==> src/rtl/htfd_pkg.sv <==
// ============================================================================
// htfd_pkg
// shared constants and controller/datapath interface types for the
// head/tail frame deframer
// ============================================================================
package htfd_pkg;

    localparam int BYTE_W    = 8;
    localparam int WORD_W    = 32;
    localparam int FRAME_LEN = 10;
    localparam int CNT_W     = $clog2(FRAME_LEN + 1);
    localparam int IDX_W     = $clog2(FRAME_LEN);
    localparam int CFG_IDX_W = 1;

    localparam logic [BYTE_W-1:0] HEAD_RESET = 8'hAA;
    localparam logic [BYTE_W-1:0] TAIL_RESET = 8'hBB;

    localparam logic [CNT_W-1:0] CNT_FULL = CNT_W'(FRAME_LEN);
    localparam logic [CNT_W-1:0] CNT_LAST = CNT_W'(FRAME_LEN - 1);

    // configuration register indexes
    localparam logic [CFG_IDX_W-1:0] CFG_HEAD_BYTE = 1'b0;
    localparam logic [CFG_IDX_W-1:0] CFG_TAIL_BYTE = 1'b1;

    // commands from controller to datapath
    typedef struct packed {
        logic load;   // append the accepted byte
        logic shift;  // drop the front byte
        logic clear;  // empty the store
        logic emit;   // capture both payload words into the output register
    } t_dp_cmd;

    // status from datapath to controller
    typedef struct packed {
        logic             full;
        logic             empty;
        logic             head_at_front;
        logic             tail_at_end;
        logic             out_busy;
        logic [CNT_W-1:0] count;
    } t_dp_status;

endpackage

==> src/rtl/head_tail_frame_deframer.sv <==
// ============================================================================
// head_tail_frame_deframer
// byte-serial deframer for fixed ten-byte head/payload/tail frames
// ============================================================================
// Bytes arrive one per transaction on the rx channel and are appended to a
// ten-byte frame store. A frame is a head byte, two 32-bit little-endian
// payload words and a tail byte. While the store is not full the input is
// not stalled. The byte that fills the store stalls the input for a check: if
// the store starts with the head byte and ends with the tail byte, both
// payload words go out as one output transaction (raw bits, no conversion)
// and the store is emptied. Otherwise the store drops its front byte and
// keeps dropping one byte per cycle until a head byte leads or it is empty,
// with the input stalled throughout. The output register holds a result
// while the consumer stalls; a new frame result waits in the check state
// only if the previous result has not yet been taken. head_byte (index 0)
// and tail_byte (index 1) are written through the cfg channel, which is
// always ready, and should only be changed while the block is idle.
// ============================================================================
module head_tail_frame_deframer
    import htfd_pkg::*;
(
    input  logic                 i_clk,
    input  logic                 i_rst_n,
    // byte input channel
    input  logic                 i_rx_valid,
    output logic                 o_rx_stall,
    input  logic [BYTE_W-1:0]    i_rx_byte,
    // frame result channel
    output logic                 o_out_valid,
    input  logic                 i_out_stall,
    output logic [WORD_W-1:0]    o_payload_x,
    output logic [WORD_W-1:0]    o_payload_y,
    // configuration write channel
    input  logic                 i_cfg_valid,
    output logic                 o_cfg_ready,
    input  logic [CFG_IDX_W-1:0] i_cfg_index,
    input  logic [BYTE_W-1:0]    i_cfg_data
);

    logic [BYTE_W-1:0] r_head_byte;
    logic [BYTE_W-1:0] r_tail_byte;
    t_dp_cmd           dp_cmd;
    t_dp_status        dp_status;

    // configuration registers, port is always ready
    assign o_cfg_ready = 1'b1;

    always_ff @(posedge i_clk) begin
        if (!i_rst_n) begin
            r_head_byte <= HEAD_RESET;
            r_tail_byte <= TAIL_RESET;
        end else if (i_cfg_valid) begin
            unique case (i_cfg_index)
                CFG_HEAD_BYTE: r_head_byte <= i_cfg_data;
                CFG_TAIL_BYTE: r_tail_byte <= i_cfg_data;
                default: ;
            endcase
        end
    end

    // sequencer
    htfd_ctrl u_ctrl (
        .i_clk      (i_clk),
        .i_rst_n    (i_rst_n),
        .i_rx_valid (i_rx_valid),
        .i_status   (dp_status),
        .o_cmd      (dp_cmd),
        .o_rx_stall (o_rx_stall)
    );

    // frame store and output register
    htfd_datapath u_datapath (
        .i_clk       (i_clk),
        .i_rst_n     (i_rst_n),
        .i_cmd       (dp_cmd),
        .o_status    (dp_status),
        .i_rx_byte   (i_rx_byte),
        .i_head_byte (r_head_byte),
        .i_tail_byte (r_tail_byte),
        .i_out_stall (i_out_stall),
        .o_out_valid (o_out_valid),
        .o_payload_x (o_payload_x),
        .o_payload_y (o_payload_y)
    );

    // fill count never passes the frame length
    a_count_range: assert property (@(posedge i_clk) disable iff (!i_rst_n)
        dp_status.count <= CNT_FULL)
        else $error("fill count above frame length");

    // a result is only taken from a full, well-framed store
    a_emit_framed: assert property (@(posedge i_clk) disable iff (!i_rst_n)
        dp_cmd.emit |-> (dp_status.full && dp_status.head_at_front
                         && dp_status.tail_at_end && !dp_status.out_busy))
        else $error("emit without a complete frame");

    // the byte that fills the store blocks further input
    a_fill_stalls: assert property (@(posedge i_clk) disable iff (!i_rst_n)
        (dp_cmd.load && dp_status.count == CNT_LAST) |=> o_rx_stall)
        else $error("input not stalled after store filled");

    // an emitted frame shows up on the output next cycle
    a_emit_valid: assert property (@(posedge i_clk) disable iff (!i_rst_n)
        dp_cmd.emit |=> o_out_valid)
        else $error("emitted frame not presented");

endmodule

==> src/rtl/htfd_datapath.sv <==
// ============================================================================
// htfd_datapath
// ten-byte frame store with fill count, front/back byte compare and
// the registered result stage
// ============================================================================
module htfd_datapath
    import htfd_pkg::*;
(
    input  logic              i_clk,
    input  logic              i_rst_n,
    input  t_dp_cmd           i_cmd,
    output t_dp_status        o_status,
    input  logic [BYTE_W-1:0] i_rx_byte,
    input  logic [BYTE_W-1:0] i_head_byte,
    input  logic [BYTE_W-1:0] i_tail_byte,
    input  logic              i_out_stall,
    output logic              o_out_valid,
    output logic [WORD_W-1:0] o_payload_x,
    output logic [WORD_W-1:0] o_payload_y
);

    logic [BYTE_W-1:0] r_store [FRAME_LEN];
    logic [CNT_W-1:0]  r_count;
    logic              r_out_valid;
    logic [WORD_W-1:0] r_payload_x;
    logic [WORD_W-1:0] r_payload_y;

    // store contents, no reset
    always_ff @(posedge i_clk) begin
        if (i_cmd.load) begin
            r_store[r_count[IDX_W-1:0]] <= i_rx_byte;
        end else if (i_cmd.shift) begin
            for (int i = 0; i < FRAME_LEN - 1; i++) begin
                r_store[i] <= r_store[i+1];
            end
        end
    end

    always_ff @(posedge i_clk) begin
        if (!i_rst_n) begin
            r_count <= '0;
        end else if (i_cmd.clear) begin
            r_count <= '0;
        end else if (i_cmd.load) begin
            r_count <= r_count + CNT_W'(1);
        end else if (i_cmd.shift) begin
            r_count <= r_count - CNT_W'(1);
        end
    end

    // output register
    always_ff @(posedge i_clk) begin
        if (!i_rst_n) begin
            r_out_valid <= 1'b0;
        end else if (i_cmd.emit) begin
            r_out_valid <= 1'b1;
        end else if (!i_out_stall) begin
            r_out_valid <= 1'b0;
        end
    end

    always_ff @(posedge i_clk) begin
        if (i_cmd.emit) begin
            r_payload_x <= {r_store[4], r_store[3], r_store[2], r_store[1]};
            r_payload_y <= {r_store[8], r_store[7], r_store[6], r_store[5]};
        end
    end

    always_comb begin
        o_status.full          = (r_count == CNT_FULL);
        o_status.empty         = (r_count == '0);
        o_status.head_at_front = (r_count != '0) && (r_store[0] == i_head_byte);
        o_status.tail_at_end   = (r_store[FRAME_LEN-1] == i_tail_byte);
        o_status.out_busy      = r_out_valid && i_out_stall;
        o_status.count         = r_count;
    end

    assign o_out_valid = r_out_valid;
    assign o_payload_x = r_payload_x;
    assign o_payload_y = r_payload_y;

endmodule

==> src/rtl/htfd_ctrl.sv <==
// ============================================================================
// htfd_ctrl
// sequencer: fill the store, check a full store and emit it if framed, else
// drop bytes one at a time until a head byte leads or the store is empty
// ============================================================================
module htfd_ctrl
    import htfd_pkg::*;
(
    input  logic       i_clk,
    input  logic       i_rst_n,
    input  logic       i_rx_valid,
    input  t_dp_status i_status,
    output t_dp_cmd    o_cmd,
    output logic       o_rx_stall
);

    typedef enum logic [1:0] {
        S_FILL,
        S_CHECK,
        S_SEEK
    } t_state;

    t_state r_state;
    t_state n_state;
    logic   r_rx_stall;
    logic   n_rx_stall;

    always_comb begin
        n_state    = r_state;
        n_rx_stall = r_rx_stall;
        o_cmd      = '0;
        unique case (r_state)
            S_FILL: begin
                o_cmd.load = i_rx_valid;
                if (i_rx_valid && (i_status.count == CNT_LAST)) begin
                    n_state    = S_CHECK;
                    n_rx_stall = 1'b1;
                end
            end
            S_CHECK: begin
                if (i_status.head_at_front && i_status.tail_at_end) begin
                    if (!i_status.out_busy) begin
                        o_cmd.emit  = 1'b1;
                        o_cmd.clear = 1'b1;
                        n_state     = S_FILL;
                        n_rx_stall  = 1'b0;
                    end
                end else begin
                    // front byte is either not a head or a head with a bad tail
                    o_cmd.shift = 1'b1;
                    n_state     = S_SEEK;
                end
            end
            S_SEEK: begin
                if (i_status.empty || i_status.head_at_front) begin
                    n_state    = S_FILL;
                    n_rx_stall = 1'b0;
                end else begin
                    o_cmd.shift = 1'b1;
                end
            end
            default: begin
                n_state    = S_FILL;
                n_rx_stall = 1'b0;
            end
        endcase
    end

    always_ff @(posedge i_clk) begin
        if (!i_rst_n) begin
            r_state    <= S_FILL;
            r_rx_stall <= 1'b0;
        end else begin
            r_state    <= n_state;
            r_rx_stall <= n_rx_stall;
        end
    end

    assign o_rx_stall = r_rx_stall;

endmodule

==> config.mk <==
export PLATFORM = sky130hd
export DESIGN_NAME = head_tail_frame_deframer
export DESIGN_NICKNAME = d
export VERILOG_FILES = /design/src/rtl/htfd_pkg.sv /design/src/rtl/head_tail_frame_deframer.sv /design/src/rtl/htfd_datapath.sv /design/src/rtl/htfd_ctrl.sv
export SDC_FILE = /design/constraint.sdc
export NUM_CORES = 1
export LEC_CHECK = 0
export ABC_AREA = 1
export BUFFER_PORTS_ARGS = -buffer_cell sky130_fd_sc_hd__buf_2
export CORE_MARGIN = 2
export CORE_UTILIZATION = 45
export CTS_BUF_LIST = sky130_fd_sc_hd__clkbuf_8 sky130_fd_sc_hd__clkbuf_16
export DETAILED_ROUTE_END_ITERATION = 8
export PLACE_DENSITY_LB_ADDON = 0.15
export SETUP_SLACK_MARGIN = 0.2
export SLEW_MARGIN = 20
export SYNTH_ARGS = -nofsm -noshare
export SYNTH_HDL_FRONTEND = slang
export SYNTH_SLANG_ARGS = --single-unit
==> constraint.sdc <==
create_clock -name i_clk -period 8.13 [get_ports i_clk]
set_input_delay 1.2195 -clock i_clk [delete_from_list [all_inputs] [get_ports i_clk]]
set_output_delay 1.2195 -clock i_clk [all_outputs]
set_load 0.02 [all_outputs]
==> out/qor.yml <==
run_status:
  outcome: "completed"
power_and_ir_drop:
  ir_drop_v: 0.000224
  power.density_nw_per_um2: 312
  leakagePower_nw: 3.16
  power_mw: 2.41
place:
  dp_hpwl_um: 9280
  portBuffers: 87
  gp_congestion: 0.840
  dp.cells: 779
  placed_area_um2: 7170
  dp_slack_ns: 4.38
sta:
  holdWs_ns: 0.445
  min_period_ns: 3.42
  hold_violations: 0
  finalCritPeriodShare_pct: 42.0
  fin_setup_tns_ns: 0
  tightest_slew_ns: 1.19
  fmax_mhz: 293
  slew_violations: 0
  rsz0062_at_grt: "no"
  finalClockSkew_ns: 0.00938
  slew_headroom_pct: 19.8
  setup_viol: 0
  worst_slack_ns: 4.71
setup_path:
  slowest_stage: "o21ai_0"
  cp_slowest_stage_delay_ns: 0.87
  required_ns: 8.17
  critical_path_buf_inv_count: 1
  cp.arrival_ns: 3.46
  crit_path_start_kind: "input port"
  worstReg2RegStart: "u_ctrl.r_state[0]$_SDFFE_PN0P_"
  worstPathCellList: "buf_2, nand2_1, nand3_4, o21ai_0"
  crit_family: "simple AND/OR/NAND/NOR gates"
  crit_fanout: 89
  rr_worst_depth: 5
  crit_type: "in2reg"
  r2r_slack_ns: 4.95
  end_kind: "register"
  r2r-end: "u_datapath.r_store[6][3]$_DFFE_PP_"
cells_and_area:
  final_cell_mix: "edfxtp_1 (144), inv_1 (100), buf_2 (87)"
  drive_gt1_share_pct: 22.6
  finish.instance_area_um2: 7730
  diodes: 0
  final_nets: 643
  utilization_pct: 53.6
  final_common_cell: "edfxtp_1"
  seqCellArea_um2: 4800
  multi_input_area_um2: 1330
  area_growth_pct: 17.4
  instances_no_fill: 811
  fill_cells: 1252
logic_synthesis:
  syn-num-nets: 550
  syn-cell-area_um2: 6580
  synth-seq-cells: 168
  synthTopCellsByArea: "edfxtp_1 (66%), dfxtp_1 (7.3%), o21ai_0 (6.1%)"
  yosysSeqAreaShare_pct: 73.0
  syn_area_per_cell_um2: 12.6
  synthDistinctLibCells: 29
  synth_top_area_share_pct: 65.7
  synthCells: 521
  yosysWarnings: 0
  synth_top_area_cell: "edfxtp_1"
min_path:
  holdPathEnd: "u_ctrl.o_rx_stall$_SDFFE_PN0P_"
  min-delay-path-class: "reg2reg"
  hp-start: "u_ctrl.o_rx_stall$_SDFFE_PN0P_"
  hold_depth: 2
clock_tree:
  root_buffer: "clkbuf_16"
  clkSinkCount: 168
  clk_latency_ns: 0.43
  hold_buffers: 0
  post-cts-setup-buffer-count: 0
  cts_made_buffers: 17
  cts_buffer_depth: 2
  ctsHtreeMaxLevel: 4
  cts_resized: 0
  clkTransAtPathRegs_ns: 0.06
  cts_tree: "done"
routing:
  drt_iter0_drc: 367
  vias: 4052
  wl_per_cell_um: 16.8
  firstDrtPassIters: 5
  viasPerCell: 5.00
  ant_nets: 0
  drt_wl_total_um: 13600
  post-route-drc-count: 0
global_routing:
  grt_pass1_vias: 3878
  track_usage_pct: 18.0
  grt_pass1_wl_um: 21000
  antenna_found_initial: 0
  grt_max_degree: 90
  overflow: 0
die:
  start_util_pct: 45.6
  io_pins: 89
  die_area_um2: 15600
  rows: 44
  core_um2: 14400
  die_w_um: 125
  die_h_um: 125
run:
  drv_cap: 0
[kinds of logic (layout without fill, tap and decap cells)]
kind of cell	Yosys count	after routing	synth area share, %
other cells	1	1	0.0570
xor+xnor	11	11	1.46
flops	168	168	73.0
compound gates	108	108	9.10
fa+ha+maj	7	7	1.44
simple gates	114	114	8.00
buf+inv	112	218	6.96
[synthesized netlist by cell type]
cell type / count
buf_12: 2
nand2_1: 60
a31oi_1: 1
o211ai_1: 5
nor2_2: 1
ha_1: 6
clkbuf_2: 1
nand2_4: 8
nand3_1: 13
fa_1: 1
nor3_1: 1
buf_4: 1
nor2_1: 28
clkbuf_1: 9
o21bai_1: 1
xnor2_1: 4
o21ai_0: 80
nand3_4: 1
nand2_2: 2
o31ai_1: 1
o21ai_2: 10
buf_1: 1
xor2_1: 7
o21a_1: 1
edfxtp_1: 144
inv_1: 98
dfxtp_1: 24
conb_1: 1
a21oi_1: 9
[layout make-up]
| class | instances | area share [%] |
|---|---|---|
| clock buffer | 22 | 6.40 |
| multi-input combinational | 241 | 17.2 |
| timing repair buffer | 88 | 5.73 |
| inverter | 98 | 4.76 |
| clock inverter | 10 | 0.713 |
| tap | 184 | 2.98 |
| sequential | 168 | 62.2 |
[worst min-delay path, stage by stage (launching register included)]
cell and delay (ns):
dfxtp_1 0.31, inv_1 0.04, a21oi_1 0.05
[how the worst max path moves through the flow]
stage / start / to / cells after the start
floorplan: i_out_stall / u_datapath.o_payload_x[0]$_DFFE_PP_ / 3
global placement: i_rx_valid / u_datapath.r_store[6][5]$_DFFE_PP_ / 4
detailed placement: i_rx_valid / u_datapath.r_store[0][6]$_DFFE_PP_ / 4
CTS: i_rx_valid / u_datapath.r_store[6][4]$_DFFE_PP_ / 4
global route: i_rx_valid / u_datapath.r_store[3][5]$_DFFE_PP_ / 4
finish: i_rx_valid / u_datapath.r_store[6][3]$_DFFE_PP_ / 4
[where the power goes]
part | internal, mW | switching, mW
logic | 0.128 | 0.337
registers | 1.13 | 0.0778
clock network | 0.426 | 0.312
total | 1.69 | 0.727
[sequential cells by signal, indices dropped and copies added (netlist names)]
| name | cells |
|---|---|
| u_datapath.r_store | 80 |
| u_datapath.o_payload_x | 32 |
| u_datapath.o_payload_y | 32 |
| r_head_byte | 8 |
| r_tail_byte | 8 |
| u_datapath.r_count | 4 |
| u_ctrl.r_state | 2 |
| u_ctrl.o_rx_stall | 1 |
| u_datapath.o_out_valid | 1 |
[routing by layer]
metal / part of all wire [%] / global-route usage, %
met4: 1.4 / 5.95
met2: 47 / 27.2
met3: 6.2 / 5.26
met1: 46 / 25.3
met5: 0 / 0
No activity file was read; power rests on OpenSTA's default activity.
